--- src/hdl/mbca_pkg.sv ---
// Shared constants, types and state codes for the masked bit compress accumulator.
package mbca_pkg;

   localparam int BIN_BITS_DEFAULT = 10;
   localparam int KEY_WIDTH = 64;
   localparam int DATA_WIDTH = 64;
   localparam int INDEX_WIDTH = 10;
   localparam int STAGE_COUNT = 6;
   localparam int STEP_WIDTH = $clog2(STAGE_COUNT);
   localparam int SHIFT_WIDTH = $clog2(KEY_WIDTH);
   localparam logic [KEY_WIDTH-1:0] MASK_RESET = 64'd12;

   localparam logic KIND_ACCUMULATE = 1'b0;
   localparam logic KIND_READ = 1'b1;

   typedef logic [STAGE_COUNT-1:0][KEY_WIDTH-1:0] stage_masks_type;

   typedef enum logic {
      MS_IDLE,
      MS_DERIVE
   } mask_state_type;

   typedef enum logic {
      ST_CLEAR,
      ST_RUN
   } store_state_type;

   typedef struct packed {
      logic [INDEX_WIDTH-1:0] bin_index;
      logic                   out_of_range;
   } index_info_type;

   typedef struct packed {
      logic                         kind;
      logic signed [DATA_WIDTH-1:0] value;
      index_info_type               info;
   } item_type;

   typedef struct packed {
      logic [INDEX_WIDTH-1:0]       bin_index;
      logic signed [DATA_WIDTH-1:0] bin_total;
      logic                         out_of_range;
   } result_type;

endpackage

--- src/hdl/mbca_compress.sv ---
// Six-stage bit compress network and bin range check for one request item.
module mbca_compress import mbca_pkg::*; #(
   parameter int BIN_BITS = BIN_BITS_DEFAULT
) (
   input  logic                   kind,
   input  logic [KEY_WIDTH-1:0]   key,
   input  logic [INDEX_WIDTH-1:0] read_bin,
   input  logic [KEY_WIDTH-1:0]   bit_mask,
   input  stage_masks_type        stage_masks,
   output logic [BIN_BITS-1:0]    addr,
   output index_info_type         info
);

   logic [KEY_WIDTH-1:0] x;
   logic [KEY_WIDTH-1:0] t;
   logic                 acc_over;
   logic                 read_over;

   always_comb begin
      x = key & bit_mask;
      for (int s = 0; s < STAGE_COUNT; s++) begin
         t = x & stage_masks[s];
         x = (x ^ t) | (t >> (1 << s));
      end
   end

   assign acc_over = |x[KEY_WIDTH-1:BIN_BITS];

   generate
      if (BIN_BITS >= INDEX_WIDTH) begin : g_read_wide
         assign read_over = 1'b0;
      end else begin : g_read_narrow
         assign read_over = |read_bin[INDEX_WIDTH-1:BIN_BITS];
      end
   endgenerate

   always_comb begin
      if (kind == KIND_READ) begin
         addr              = BIN_BITS'(read_bin);
         info.bin_index    = read_bin;
         info.out_of_range = read_over;
      end else begin
         addr              = x[BIN_BITS-1:0];
         info.bin_index    = acc_over ? '0 : x[INDEX_WIDTH-1:0];
         info.out_of_range = acc_over;
      end
   end

endmodule

--- config.mk ---
export PLATFORM = sky130hd
export DESIGN_NAME = mbca_compress
export DESIGN_NICKNAME = d
export VERILOG_FILES = /design/src/hdl/mbca_pkg.sv /design/src/hdl/mbca_compress.sv
export SDC_FILE = /design/constraint.sdc
export NUM_CORES = 1
export LEC_CHECK = 0
export ABC_AREA = 0
export BUFFER_PORTS_ARGS = -buffer_cell sky130_fd_sc_hd__buf_4
export CELL_PAD_IN_SITES_DETAIL_PLACEMENT = 0
export CELL_PAD_IN_SITES_GLOBAL_PLACEMENT = 1
export CORE_AREA = 4 4 210 212
export DETAILED_ROUTE_END_ITERATION = 10
export DIE_AREA = 0 0 214 216
export PLACE_DENSITY_LB_ADDON = 0.1
export SLEW_MARGIN = 40
export SYNTH_ARGS = -nofsm -noshare
export SYNTH_HDL_FRONTEND = slang
export SYNTH_SLANG_ARGS = --single-unit
export TNS_END_PERCENT = 10
--- constraint.sdc ---
create_clock -name vclk -period 3.1
set_clock_uncertainty 0.15 [all_clocks]
set_input_delay 0.31 -clock vclk [all_inputs]
set_output_delay 0.31 -clock vclk [all_outputs]
set_load 0.01 [all_outputs]
==> results by group, run 1 <==
Run status
  – Outcome: complete, but fails checks
  – Failing checks: negative setup slack

Power
  – Clk pwr share: 0%
  – Final Power: 1.74 mW
  – Net switching power: about 0.80 mW
  – Switching share of power: a little under half
  – Seq pwr share: 0%
  – Logic pwr share: 100.0%
  – Power Dens Cells: ~150 nW/µm²
  – Int Power: around 0.94 mW
  – P_leak: ~5.2 nW
  – VDD IR max: just over 0.04 mV

Drt
  – Final WL: between 40000 and 50000 µm
  – First-pass DRT Iterations: 5
  – Remaining antenna violation count: 0
  – DR vias/cell: ~4.5
  – Wirelength per Cell: ~24 µm
  – Initial drt markers: 320
  – Vias: between 9000 and 10000
  – Residual DRC: 0

Global routing
  – Remaining global-route overflow: 0
  – First-pass GRT wire length: 65400 µm
  – Initial antenna violation count: 15
  – GR Util met2: around 37%
  – GRT Max-Usage Layer: met2
  – Vias in the first global route: ~9400
  – Largest net degree at the start of global routing: 27
  – Grt met1 use: 21.8%
  – GRT Resource Usage Total: between 10% and 20%
  – M3 GR Usage: 5.81%

Floorplanning
  – Site row count: 75
  – Die Width: roughly 210 µm
  – Die area: ~46000 µm²
  – I/O pin cnt: 544
  – Initial core utilization: 11.6%
  – Die height: 216 µm
  – Core footprint: approximately 42000 µm²

Synthesis
  – Post-synthesis simple-gate area fraction: 38.9%
  – Mapped Cells: 826
  – Yosys top cell area share: approximately 8.2%
  – Cell variety after synth: 62
  – Synth warnings: 0
  – Post-synthesis area per instance: about 6 µm²
  – Ranking of synthesized cells by area: a21oi_1 (8.2%), o32ai_1 (8.1%), nand3b_1 (7.9%)
  – Multiplexer area fraction after synthesis: less than 1%
  – Post-synthesis sequential area ratio: 0%
  – Adder-Cell Fraction of Synth Area: 0%
  – Syn nets: 1349
  – Dominant cell type by area after synthesis: a21oi_1
  – Synth cell count leaders: nand2_1 (99), inv_1 (90), a21oi_1 (80)
  – Top-count cell post-synth: nand2_1
  – Compound-cell area share of the yosys netlist: between 50% and 60%
  – Cell Area, Synth: just under 5000 µm²
  – Largest family of logic cells by synthesized area: compound AO/OA/AOI/OAI gates
  – Post-Synth XOR/XNOR Area: 0%

STA
  – Period utilization: 103%
  – # setup viols final: 10
  – Max-slew headroom: 56.0%
  – Minimum clock period: roughly 3.2 ns
  – Final Hold Viols: 0
  – Worst slew pin tran: ~0.65 ns
  – RSZ-0062 raised after global routing: yes
  – Fin worst setup slack: -0.0901 ns
  – Final Max Tran Viols: 0
  – Final setup TNS: -0.465 ns
  – Fmax: 0.313 GHz
  – Final hold slack: 0.763 ns

Placement
  – GP Congestion: 0.881
  – Post-Place Setup Slack: -0.598 ns
  – Post-DP Area: between 10000 and 15000 µm²
  – DP Cell Count: between 2000 and 2500
  – Port Buffers: between 500 and 600
  – Post-DP HPWL: about 45000 µm

Final layout
  – Layout sequential cell count: 0
  – Clock buffers: 0
  – Non-Filler Cell Area, Final: about 11000 µm²
  – Layout cells sized above 1: roughly 56%
  – Final Core Density: between 20% and 30%
  – Area occupied by registers: 0 µm²
  – Area grow syn2layout: 135%
  – Fin nets: 2009
  – Final Non-Filler Cells: 2028

CTS
  – Hold_buf cts: 0

Critical path
  – Crit path launch type: input pin
  – Cells along the critical path: buf_4 > nand3b_1 > a21boi_2 > o21ai_2 > buf_4 > o21ai_2 > a22oi_2 > o2111ai_2 > nor4_4 > nand4_2 > buf_6 > o41ai_4 > buf_4
  – Crit. End Element: output pin
  – Req. time, crit path: 2.64 ns
  – Crit-path max FO: 6
  – Critical setup path kind: in -> out
  – Worst Path Arrival: between 2 and 3 ns
  – Critical-path top delay cell: a22oi_2
  – Most common cell on crit path: buf_4
  – Max incr delay on CP: ~0.32 ns

Min path
  – Hold/Removal Path Class: in -> out

Run
  – Max cap viols: 0
==> cells by family (layout without fill, tap and decap cells) <==
| kind of cell | after synthesis | count (layout) |
|---|---|---|
| compound gates | 374 | 374 |
| buf+inv | 93 | 751 |
| mux | 2 | 2 |
| other cells | 0 | 5 |
| simple gates | 357 | 357 |
==> placed cells by master (no fill, tap or decap), types with 5 or more instances in the layout <==
master     count
buf_4        647
nand2_1       99
inv_1         90
a21oi_1       66
nand3_1       58
nand3b_1      51
nor2_1        47
o21ai_1       32
o21ai_0       32
o32ai_2       23
o32ai_1       22
a21oi_2       17
nor2b_1       16
o21ai_2       15
a22oi_2       15
a21boi_1      14
o22ai_1       13
nand2b_1      13
buf_6         12
o21bai_1      10
nor2_2         9
a21boi_0       9
nand4_1        9
a22oi_1        8
or2_2          8
nand3_2        7
o22a_1         7
o22ai_2        6
nor3_1         6
o2111ai_2      6
o311ai_1       6
diode_2        5
o21bai_2       5
nor3b_1        5
a211o_1        5
==> layer usage <==
metal  share of wire [%]  wire [µm]
met1                  39      19100
met4                 1.4        665
met2                  52      25000
met3                 7.4       3570
met5                0.23        110
==> final timing paths <==
kind,start,endpoint,slack [ns],cells past startpoint
hold / removal,read_bin[8],info[9],0.76,4
setup / recovery,key[22],info[6],-0.09,13
==> power groups by stage <==
stage	logic (mW)	registers, mW	clock network, mW
2_1_floorplan	0.494	0	0
5_1_grt	1.88	0	0.000000173
6_report	1.74	0	0.000000216
3_3_place_gp	1.55	0	0
4_1_cts	1.62	0	0
3_5_place_dp	1.56	0	0
==> timing repair <==
| action | 4_1_cts | 5_1_grt |
|---|---|---|
| pin swaps | 18 | 89 |
| buffers inserted | 4 | 9 |
| endpoints found under the setup margin | 19 | 17 |
| endpoints found under the hold margin | 0 | 0 |
| resized for setup | 56 | 157 |
==> layout make-up <==
| cell class | count | area [µm²] |
|---|---|---|
| antenna | 5 | 12.5 |
| multi-input combinational | 733 | 5380 |
| inverter | 90 | 338 |
| fill | 4803 | 30500 |
| timing repair buffer | 661 | 5030 |
| tap | 539 | 674 |
==> critical path: cells and delay by family <==
family,cells,cell delay (ns)
AOI/OAI and AO/OA,6,1.18
and+or+nand+nor,3,0.62
buffers and inverters,4,0.59
(Power assumes the default switching activity.)
==> inputs of run 2 (changes only) <==
Settings changed: REMOVE_ABC_BUFFERS set to 1.
==> results by group, run 2 (same netlist as run 1, synthesis figures left out) <==
Final layout
  – Layout cells sized above 1: 54.3%
  – Most frequent cells in the layout: buf_4 (656), nand2_1 (99), inv_1 (90)
  – Area grow syn2layout: 133%
  – Fin nets: between 2000 and 2500
  – Clock buffers: 0
  – Final Non-Filler Cells: 2034
  – Most common cell after layout, fill and taps aside: buf_4
  – Layout sequential cell count: 0
  – Final Core Density: between 20% and 30%
  – Area occupied by registers: 0 µm²

Drt
  – Remaining antenna violation count: 0
  – Residual DRC: 0
  – Initial drt markers: 300
  – First-pass DRT Iterations: 5
  – DR vias/cell: ~4.5
  – Vias: roughly 9000
  – Final WL: between 40000 and 50000 µm
  – Wirelength per Cell: roughly 24 µm

Run
  – Max cap viols: 0

Critical path
  – Critical-path top delay cell: a32oi_2
  – Buf+Inv Stages, Crit Path: 5
  – Worst Path Arrival: between 2 and 3 ns
  – Max incr delay on CP: 0.34 ns
  – Req. time, crit path: 2.64 ns
  – Crit path launch type: input pin
  – Most common cell on crit path: buf_4
  – Critical setup path kind: in -> out
  – Levels on crit path: 14
  – Crit-path max FO: 3
  – Cells along the critical path: buf_4 > nand3_1 > o21ai_0 > a22o_1 > o2bb2ai_1 > a32oi_2 > buf_4 > nand4_1 > nor4_4 > buf_4 > nand3_4 > buf_4 > o41ai_2 > buf_4
  – Crit. End Element: output pin
  – Family with the most delay on the worst path: compound AO/OA/AOI/OAI gates

STA
  – Final hold slack: 0.761 ns
  – Minimum clock period: approximately 3.2 ns
  – Max-slew headroom: a little over half
  – Fmax: slightly above 0.3 GHz
  – Period utilization: 105%
  – Final Max Tran Viols: 0
  – Fin worst setup slack: -0.141 ns
  – Final Hold Viols: 0
  – Worst slew pin tran: roughly 0.7 ns
  – # setup viols final: 11
  – RSZ-0062 raised after global routing: yes

Placement
  – Port Buffers: a little over 500
  – Post-Place Setup Slack: -0.633 ns
  – DP Cell Count: roughly 2000
  – Post-DP HPWL: approximately 46000 µm
  – GP Congestion: just over 0.9

Floorplanning
  – Die area: between 40000 and 50000 µm²
  – Core footprint: between 40000 and 50000 µm²
  – Die height: approximately 220 µm
  – I/O pin cnt: about 540
  – Initial core utilization: between 10% and 20%
  – Site row count: between 70 and 80
  – Die Width: around 210 µm

Global routing
  – Vias in the first global route: about 9500
  – First-pass GRT wire length: around 67000 µm
  – Remaining global-route overflow: 0
  – Initial antenna violation count: 16
  – Largest net degree at the start of global routing: 27
  – GRT Resource Usage Total: between 10% and 20%

Power
  – Final Power: between 1.5 and 2 mW
  – P_leak: slightly above 5 nW
  – Switching share of power: a little under half
  – Net switching power: 0.789 mW
  – Power Dens Cells: ~150 nW/µm²
  – VDD IR max: 0.0405 mV
  – Logic pwr share: 100.0%
  – Clk pwr share: 0%
  – Int Power: roughly 0.93 mW
  – Seq pwr share: 0%

Min path
  – Hold-critical path endpoint: info[9]
  – Hold path cells: 4
  – Hold Path Origin: read_bin[8]
  – Hold/Removal Path Class: in -> out

Run status
  – Outcome: complete, but fails checks
  – Failing checks: negative setup slack
run 2: power by group through the flow:
| stage | logic (mW) | clock network, mW | registers, mW |
|---|---|---|---|
| final | 1.72 | 0.000000347 | 0 |
| after global routing | 1.87 | 0.000000303 | 0 |
| after CTS | 1.68 | 0 | 0 |
| after detailed placement | 1.56 | 0 | 0 |
| after global placement | 1.54 | 0 | 0 |
| after floorplan | 0.490 | 0 | 0 |
run 2: worst min-delay path: cells and delay by family:
kind            cells  cell delay (ns)
buf+inv             2             0.20
simple gates        1             0.05
compound gates      1             0.04
run 2: timing repair:
item,in CTS,in global routing
gates resized for setup,120,67
pin swaps,42,41
hold buffers,0,0
setup endpoints to repair,15,16
gates cloned,0,0
buffers inserted,9,5
run 2: metal layers:
metal,GRT usage [%],vias to the layer above,routed length (µm)
li1,-,4535,-
met1,22.4,4199,19300
met2,36.9,288,25100
met3,5.70,32,3430
met4,2.46,18,424
met5,0,-,131
run 2: layout make-up:
class	instances	area [µm²]
well taps	539	674
repair buffers	664	5020
multi-input cells	733	5290
fillers	4819	30600
inverters	90	338
diodes	8	20.0
run 2: through the flow:
step | cell area [µm²] | setup TNS [ns]
4_1_cts | 11000 | -0.881
5_1_grt | 11300 | -2.17
2_1_floorplan | 4850 | 0
3_5_place_dp | 10400 | -6.03
3_3_place_gp | 10400 | -6.63
6_report | 11300 | -1.02
run 2: worst max-delay path by stage:
stage	from	to	slack, ns
after floorplan	stage_masks[26]	info[1]	0.41
after global placement	stage_masks[16]	info[6]	-0.64
after detailed placement	stage_masks[16]	info[6]	-0.63
after CTS	key[15]	info[6]	-0.13
after global routing	key[54]	info[6]	-0.27
final	stage_masks[15]	info[9]	-0.14
