### config.mk
export PLATFORM = sky130hd
export DESIGN_NAME = mbca_mask_unit
export DESIGN_NICKNAME = d
export VERILOG_FILES = /design/src/hdl/mbca_pkg.sv /design/src/hdl/mbca_mask_unit.sv
export SDC_FILE = /design/constraint.sdc
export NUM_CORES = 1
export LEC_CHECK = 0
export BUFFER_PORTS_ARGS = -buffer_cell sky130_fd_sc_hd__buf_2
export CAP_MARGIN = 20
export CORE_MARGIN = 2
export CORE_UTILIZATION = 56
export DETAILED_ROUTE_END_ITERATION = 8
export PLACE_DENSITY = 0.8
export SYNTH_ARGS = -nofsm -noshare
export SYNTH_HDL_FRONTEND = slang
export SYNTH_SLANG_ARGS = --single-unit
### constraint.sdc
create_clock -name clock -period 7.85 [get_ports clock]
set_input_delay 0.3925 -clock clock [delete_from_list [all_inputs] [get_ports clock]]
set_output_delay 0.3925 -clock clock [all_outputs]
set_load 0.02 [all_outputs]
### src/hdl/mbca_pkg.sv
// Shared constants, types and state codes for the masked bit compress accumulator.
package mbca_pkg;

   localparam int BIN_BITS_DEFAULT = 10;
   localparam int KEY_WIDTH = 64;
   localparam int DATA_WIDTH = 64;
   localparam int INDEX_WIDTH = 10;
   localparam int STAGE_COUNT = 6;
   localparam int STEP_WIDTH = $clog2(STAGE_COUNT);
   localparam int SHIFT_WIDTH = $clog2(KEY_WIDTH);
   localparam logic [KEY_WIDTH-1:0] MASK_RESET = 64'd12;

   localparam logic KIND_ACCUMULATE = 1'b0;
   localparam logic KIND_READ = 1'b1;

   typedef logic [STAGE_COUNT-1:0][KEY_WIDTH-1:0] stage_masks_type;

   typedef enum logic {
      MS_IDLE,
      MS_DERIVE
   } mask_state_type;

   typedef enum logic {
      ST_CLEAR,
      ST_RUN
   } store_state_type;

   typedef struct packed {
      logic [INDEX_WIDTH-1:0] bin_index;
      logic                   out_of_range;
   } index_info_type;

   typedef struct packed {
      logic                         kind;
      logic signed [DATA_WIDTH-1:0] value;
      index_info_type               info;
   } item_type;

   typedef struct packed {
      logic [INDEX_WIDTH-1:0]       bin_index;
      logic signed [DATA_WIDTH-1:0] bin_total;
      logic                         out_of_range;
   } result_type;

endpackage

### src/hdl/mbca_mask_unit.sv
// Mask register and sequencer that derives the six compress stage masks, one per cycle.
module mbca_mask_unit import mbca_pkg::*; (
   input  logic                 clock,
   input  logic                 reset,
   input  logic                 csr_valid,
   input  logic [KEY_WIDTH-1:0] csr_data,
   output logic                 csr_ready,
   output logic                 idle,
   output logic [KEY_WIDTH-1:0] bit_mask,
   output stage_masks_type      stage_masks
);

   mask_state_type         state_ff, state_in;
   logic [STEP_WIDTH-1:0]  step_ff, step_in;
   logic [KEY_WIDTH-1:0]   mask_ff, mask_in;
   logic [KEY_WIDTH-1:0]   m_ff, m_in;
   logic [KEY_WIDTH-1:0]   mk_ff, mk_in;
   stage_masks_type        stage_ff, stage_in;
   logic [KEY_WIDTH-1:0]   mp0, mp1, mp2, mp3, mp4, mp5, mv;
   logic [SHIFT_WIDTH-1:0] shamt;

   always_ff @(posedge clock) begin
      if (reset) begin
         state_ff <= MS_DERIVE;
         step_ff  <= '0;
         mask_ff  <= MASK_RESET;
         m_ff     <= MASK_RESET;
         mk_ff    <= (~MASK_RESET) << 1;
      end else begin
         state_ff <= state_in;
         step_ff  <= step_in;
         mask_ff  <= mask_in;
         m_ff     <= m_in;
         mk_ff    <= mk_in;
      end
      stage_ff <= stage_in;
   end

   always_comb begin
      mp0 = mk_ff ^ (mk_ff << 1);
      mp1 = mp0 ^ (mp0 << 2);
      mp2 = mp1 ^ (mp1 << 4);
      mp3 = mp2 ^ (mp2 << 8);
      mp4 = mp3 ^ (mp3 << 16);
      mp5 = mp4 ^ (mp4 << 32);
      mv = mp5 & m_ff;
      shamt = SHIFT_WIDTH'(1) << step_ff;

      state_in = state_ff;
      step_in  = step_ff;
      mask_in  = mask_ff;
      m_in     = m_ff;
      mk_in    = mk_ff;
      stage_in = stage_ff;

      case (state_ff)
         MS_IDLE: begin
            if (csr_valid) begin
               mask_in  = csr_data;
               m_in     = csr_data;
               mk_in    = (~csr_data) << 1;
               step_in  = '0;
               state_in = MS_DERIVE;
            end
         end
         MS_DERIVE: begin
            stage_in[step_ff] = mv;
            m_in    = (m_ff ^ mv) | (mv >> shamt);
            mk_in   = mk_ff & ~mp5;
            step_in = step_ff + STEP_WIDTH'(1);
            if (step_ff == STEP_WIDTH'(STAGE_COUNT - 1)) begin
               state_in = MS_IDLE;
            end
         end
         default: begin
            state_in = MS_IDLE;
         end
      endcase
   end

   assign csr_ready   = (state_ff == MS_IDLE);
   assign idle        = (state_ff == MS_IDLE);
   assign bit_mask    = mask_ff;
   assign stage_masks = stage_ff;

endmodule

==> qor.yml, run 1 <==
clocking:
  clock-sinks: 572
  path_clk_slew_ns: 0.07
  root_buffer: "clkbuf_16"
  cts_tree: "done"
  post_cts_buffers: 0
  ctsResizeCount: 0
  cts_buffers: 57
  cts_buffer_depth: 3
  clkLatencyLatePin_ns: 0.65
  ctsHoldBuffers: 0
  cts_htree_levels: 2
synth:
  synth-seq-cells: 572
  ys_warn_count: 0
  syn_inst: 2464
  synth_top_area_share_pct: 40.6
  synth.cell_area_sq_um: 27900
  avgSynthCellArea_sq_um: 11.3
  synth_edf_count: 378
  synth.distinct_cells: 94
  synth_top_area_cell: "edfxtp_1"
  yosys_most_used_dff: "edfxtp_1"
  yosysSeqAreaShare_pct: 54.5
  async_flop_share_pct: 0
  netlist_top_cells_area: "edfxtp_1 (41%), dfxtp_1 (14%), nand2_1 (4.4%)"
run_status:
  outcome: "finished with violations"
  violations: "negative hold slack"
global_route:
  grt_pass1_vias: 22167
  antenna_found_initial: 0
  grt_pass1_wl_um: 154000
  grt_overflow: 0
  grt_start_max_net_pins: 94
  track_usage_pct: 41.6
setup_path:
  endpoint: "m_ff[19]"
  path_cells: "xor3_2 > xnor3_2 > xnor2_2 > xnor3_2 > mux2i_1 > nor2_1 > or2_2 > a221oi_1 > a21oi_1 > a221oi_1 > a311oi_1"
  reg2reg_slack_ns: 1.91
  cp-start-kind: "register"
  rr_endpoint: "m_ff[19]"
  r2r_cells: 11
  cpPeakStageDelay_ns: 0.95
  cp.depth: 11
  startpoint: "mk_ff[6]"
  crit_type: "register to register"
  worst-path-buf-inv: 0
  path_max_fanout: 13
  worstPathRequired_ns: 8.35
  arrival_ns: 6.45
  end_kind: "register"
  critPathSlowestCell: "a221oi_1"
  r2r-start: "mk_ff[6]"
  cp_top_family: "XOR/XNOR gates"
route:
  drt_first_iter_violations: 3330
  dr_total_vias: 24018
  drc: 0
  ant_nets: 0
  drt-total-wl_um: 110000
  drt-pass1-iter-count: 6
  viasPerCell: 6.61
  wl_per_cell_um: 30.3
layout:
  area_delta_synth_final_pct: 18.4
  n_fill_cell: 3656
  nNetsFinal: 2994
  multiInputGateArea_sq_um: 11900
  regArea_sq_um: 15200
  drive_gt1_share_pct: 25.1
floorplan:
  io_pins: 517
  fp.dieArea_sq_um: 51700
  die-width_um: 227
  die_y_um: 227
  rows: 81
  initial_core_util_pct: 57.0
  core_sq_um: 49100
timing:
  worstMarginPinSlew_ns: 1.13
  timing.fmax_mhz: 168
  timing.setup.tns_ns: 0
  setup_violations: 0
  skew_ns: 0.0333
  whs_ns: -0.000989
  relSlewSlack_pct: 23.1
  layout_min_cycle_time_ns: 5.94
  drv_slew: 0
  grt_setup_unrepaired: "no"
  hold_viol_final: 1
  post-route-period-util_pct: 75.7
min_path:
  holdCritPathClass: "input pin to register"
flow_run:
  drv_cap: 0
placement:
  io_buffers: 510
  place_hpwl_um: 80300
  gp_congestion: 1.08
==> metrics by stage <==
| step | std cells | utilization (%) | hold slack (ns) | area (sq um) | setup WS (ns) |
|---|---|---|---|---|---|
| after global routing | 3633 | 67.4 | 0.00230 | 33100 | 2.00 |
| after global placement | 3525 | 63.5 | 0.433 | 31200 | 2.25 |
| after floorplan | 2469 | - | 0.437 | 28000 | 1.69 |
| after detailed placement | 3525 | 63.5 | 0.432 | 31200 | 2.23 |
| final | 3634 | 67.4 | -0.000989 | 33100 | 1.91 |
| after CTS | 3632 | 67.4 | 0.00707 | 33100 | 2.20 |
==> synth_stat cells (all sizes together), types with 6 or more instances <==
master / n
buf: 34
a221o: 6
a21boi: 12
a31oi: 18
o31ai: 7
a22oi: 18
clkbuf: 139
a21oi: 142
a2111oi: 6
dfxtp: 194
and3: 11
a221oi: 42
a211oi: 33
a2bb2oi: 6
a21o: 6
nor3: 36
nand2b: 9
o22ai: 16
inv: 57
ha: 6
and2: 38
o32ai: 16
nor2b: 18
o21ai: 121
o211a: 9
xor3: 20
a32oi: 14
nand2: 326
xor2: 42
nand3: 42
nor2: 180
or2: 6
a311oi: 9
xnor2: 117
mux2: 16
o2111ai: 7
a311o: 8
a211o: 61
xnor3: 50
o211ai: 17
edfxtp: 378
mux2i: 83
o221ai: 16
==> logic make-up (layout without fill, tap and decap cells) <==
group,count (synthesis),after routing,share of synthesized area [%]
AO/OA/AOI/OAI,633,633,15.9
AND/OR/NAND/NOR,688,688,10.6
buffers and inverters,231,731,3.29
adder cells (fa/ha/maj),6,6,0.269
other,1,7,0.0134
XOR/XNOR,229,229,11.3
multiplexers,104,104,4.08
flip-flops,572,572,54.5
==> worst min-delay path, delay by kind of cell <==
family	cells	cell delay, ns
AND/OR/NAND/NOR	1	0.05
buffers and inverters	1	0.11
AO/OA/AOI/OAI	1	0.05
==> placed cells by master (no fill, tap or decap), types with 18 or more instances in the layout <==
cell type and instances:
a211o_1 60, a211oi_1 33, a21oi_1 142, a221oi_1 39, a22oi_1 18, a31oi_1 18, and2_1 36, buf_2 509
buf_4 54, clkbuf_16 58, dfxtp_1 193, edfxtp_1 378, inv_1 54, mux2i_1 81, nand2_1 321, nand3_1 42
nor2_1 176, nor3_1 32, o21ai_0 121, xnor2_1 111, xnor3_1 43, xor2_1 35
==> routing by layer <==
metal,track usage [%],part of all wire [%]
met3,11.8,13
met1,57.4,38
met5,0,0
met2,61.6,44
met4,18.2,5.0
==> worst min path at each step <==
stage / startpoint / endpoint / slack (ns) / cells past startpoint
floorplan: mk_ff[62] / mk_ff[62] / 0.44 / 1
global placement: bit_mask[2] / bit_mask[2] / 0.43 / 2
detailed placement: bit_mask[2] / bit_mask[2] / 0.43 / 2
CTS: csr_data[0] / bit_mask[0] / 0.007 / 3
global route: csr_data[24] / bit_mask[24] / 0.002 / 3
finish: csr_data[0] / bit_mask[0] / -0.001 / 3
==> sequential cells by signal, indices dropped and copies added, names as in the netlist <==
| name | cells |
|---|---|
| bit_mask | 64 |
| m_ff | 63 |
| mk_ff | 63 |
| stage_masks | 378 |
| state_ff | 1 |
| step_ff | 3 |
==> area by class of cell <==
cell class	instances	area share (%)
inverters	58	0.658
repair buffers	566	9.06
clock buffers	69	4.57
well taps	664	2.51
multi-input cells	1666	36.0
flip-flops and latches	572	46.1
diodes	1	0.00756
clock inverters	38	1.15
Power of run 1 is not shown: default switching activity piles up to over one toggle a cycle in this logic, so the estimate is an artifact.
==> run 2: changes to the inputs <==
==> constraint.sdc (replaced) <==
create_clock -name clock -period 5.75 [get_ports clock]
set_input_delay 0.2875 -clock clock [delete_from_list [all_inputs] [get_ports clock]]
set_output_delay 0.2875 -clock clock [all_outputs]
set_load 0.02 [all_outputs]
==> run 2 against run 1 <==
  * The run now ends clean
  * Sequential cell count did not move
  * Hold slack improved by 0.011 ns
  * Worst setup slack worse by 1.5 ns
  * Core utilization increased by 2.2 points
  * Non-clock buffer count rose by 107
  * Die area unchanged
  * Clock skew shrank 0.0056 ns
  * Count of clock-buffer cells in the layout rose by 8
  * Via count is 2.5% higher
  * Global-route usage up 1.6 points
  * Design area increased by 3.2%
  * Routed wire length increased by 3.7%
  * Critical path type unchanged
  * Largest cell class unchanged
  * Highest routed layer is now met5
==> qor.yml, run 2 (same netlist as run 1, synthesis figures left out) <==
run_status:
  outcome: "complete, no violations"  # was finished with violations
setup_path:
  end_kind: "register"  # unchanged
  arrival_ns: 5.92  # was 6.45 ns
  worstPathRequired_ns: 6.28  # was 8.35 ns
  crit_type: "register to register"  # unchanged
  path_max_fanout: 8  # was 13
  cp-start-kind: "register"  # unchanged
global_route:
  grt_pass1_wl_um: 159000  # was 154000 um
  grt_overflow: 0  # unchanged
  track_usage_pct: 43.2  # was 41.6%
  grt_start_max_net_pins: 83  # was 94
  antenna_found_initial: 4  # was 0
  grt_pass1_vias: 22775  # was 22167
layout:
  postLayoutCoreUtil_pct: 69.6  # was 67.4%
  area_delta_synth_final_pct: 22.2  # was 18.4%
  drive_gt1_share_pct: 25.9  # was 25.1%
  multiInputGateArea_sq_um: 11900  # about the same
  n_fill_cell: 3518  # was 3656
  final_common_cell: "buf_2"  # unchanged
  instances_no_fill: 3743  # was 3634
  nNetsFinal: 3100  # was 2994
  largest_register_ff_count: 378  # unchanged
  final_cell_mix: "buf_2 (509), edfxtp_1 (378), nand2_1 (321), dfxtp_1 (193), nor2_1 (176)"  # unchanged
  regArea_sq_um: 15200  # unchanged
timing:
  layout_min_cycle_time_ns: 5.39  # was 5.94 ns
  relSlewSlack_pct: 21.6  # was 23.1%
  setup_violations: 0  # unchanged
  grt_setup_unrepaired: "no"  # unchanged
  whs_ns: 0.00987  # was -0.000989 ns
  timing.fmax_mhz: 186  # was 168 MHz
  skew_ns: 0.0277  # was 0.0333 ns
  post-route-period-util_pct: 93.7  # was 75.7%
  drv_slew: 0  # unchanged
  hold_viol_final: 0  # was 1
  worstMarginPinSlew_ns: 1.17  # was 1.13 ns
floorplan:
  initial_core_util_pct: 57.0  # unchanged
  die_y_um: 227  # unchanged
  fp.dieArea_sq_um: 51700  # unchanged
  rows: 81  # unchanged
  core_sq_um: 49100  # unchanged
  io_pins: 517  # unchanged
  die-width_um: 227  # unchanged
placement:
  io_buffers: 510  # unchanged
  gp_congestion: 1.11  # was 1.08
  dp.cells: 3575  # was 3525
  place_hpwl_um: 82000  # was 80300 um
clocking:
  post_cts_buffers: 0  # unchanged
  cts_tree: "done"  # unchanged
  ctsResizeCount: 0  # unchanged
  path_clk_slew_ns: 0.07  # about the same
  clkLatencyLatePin_ns: 0.65  # about the same
  ctsHoldBuffers: 58  # was 0
  cts_buffer_depth: 3  # unchanged
  cts_htree_levels: 2  # unchanged
  cts_buffers: 56  # was 57
  clock-sinks: 572  # unchanged
  root_buffer: "clkbuf_16"  # unchanged
route:
  wl_per_cell_um: 30.5  # was 30.3 um
  ant_nets: 0  # unchanged
  drt-pass1-iter-count: 6  # unchanged
  viasPerCell: 6.57  # was 6.61
  drc: 0  # unchanged
  dr_total_vias: 24607  # was 24018
  drt-total-wl_um: 114000  # was 110000 um
  drt_first_iter_violations: 3267  # was 3330
flow_run:
  drv_cap: 0  # unchanged
min_path:
  holdCritPathClass: "input pin to register"  # unchanged
-- run 2: cell count changes in the layout (fill, tap and decap cells not counted), sizes merged --
| cell | previous run | this run |
|---|---|---|
| clkinv | 26 | 15 |
| clkbuf | 70 | 77 |
| dlygate4sd3 | 0 | 58 |
| inv | 61 | 64 |
| bufinv | 4 | 6 |
| clkinvlp | 5 | 2 |
| buf | 565 | 615 |
| diode | 1 | 4 |
-- run 2: final cells by class --
type / instances / area share, %
diodes: 4 / 0.0293
clock buffers: 77 / 4.63
clock inverters: 29 / 1.14
inverters: 58 / 0.638
multi-input cells: 1666 / 34.9
flip-flops and latches: 572 / 44.6
well taps: 664 / 2.43
repair buffers: 673 / 11.6
-- run 2: per-stage QoR --
step                      TNS (ns)  setup slack, ns  area, sq um
after global routing             0            0.284        34100
after CTS                        0            0.646        34100
after floorplan             -77.10           -0.408        28000
final                            0            0.364        34100
after global placement           0            0.687        31600
after detailed placement         0            0.642        31600
-- run 2: routing by layer --
layer / wire length [um] / GRT usage, % / vias up
li1: - / - / 10246
met1: 43600 / 58.3 / 11965
met2: 49500 / 63.5 / 2022
met3: 14900 / 13.6 / 368
met4: 6360 / 20.6 / 6
met5: 46 / 0 / -
-- run 2: critical path, stage by stage, from the launching register on --
cell	delay (ns)
dfxtp_1	0.42
xor3_2	0.59
xnor3_2	0.53
xnor2_2	0.61
xnor3_2	0.67
xor2_1	0.54
a31oi_1	0.36
a221oi_1	0.55
mux2i_1	0.22
a22oi_1	0.33
o21ai_0	0.12
a221oi_1	0.32
-- run 2: path summary, 6_finish.rpt --
| check | start | slack (ns) | depth (start not counted) | to |
|---|---|---|---|---|
| max | mk_ff[6] | 0.36 | 11 | m_ff[6] |
| min | csr_data[20] | 0.01 | 3 | bit_mask[20] |
| max reg2reg | mk_ff[6] | 0.36 | 11 | m_ff[6] |
| min reg2reg | bit_mask[2] | 0.45 | 2 | bit_mask[2] |
Power of run 2 is left out for the same reason.
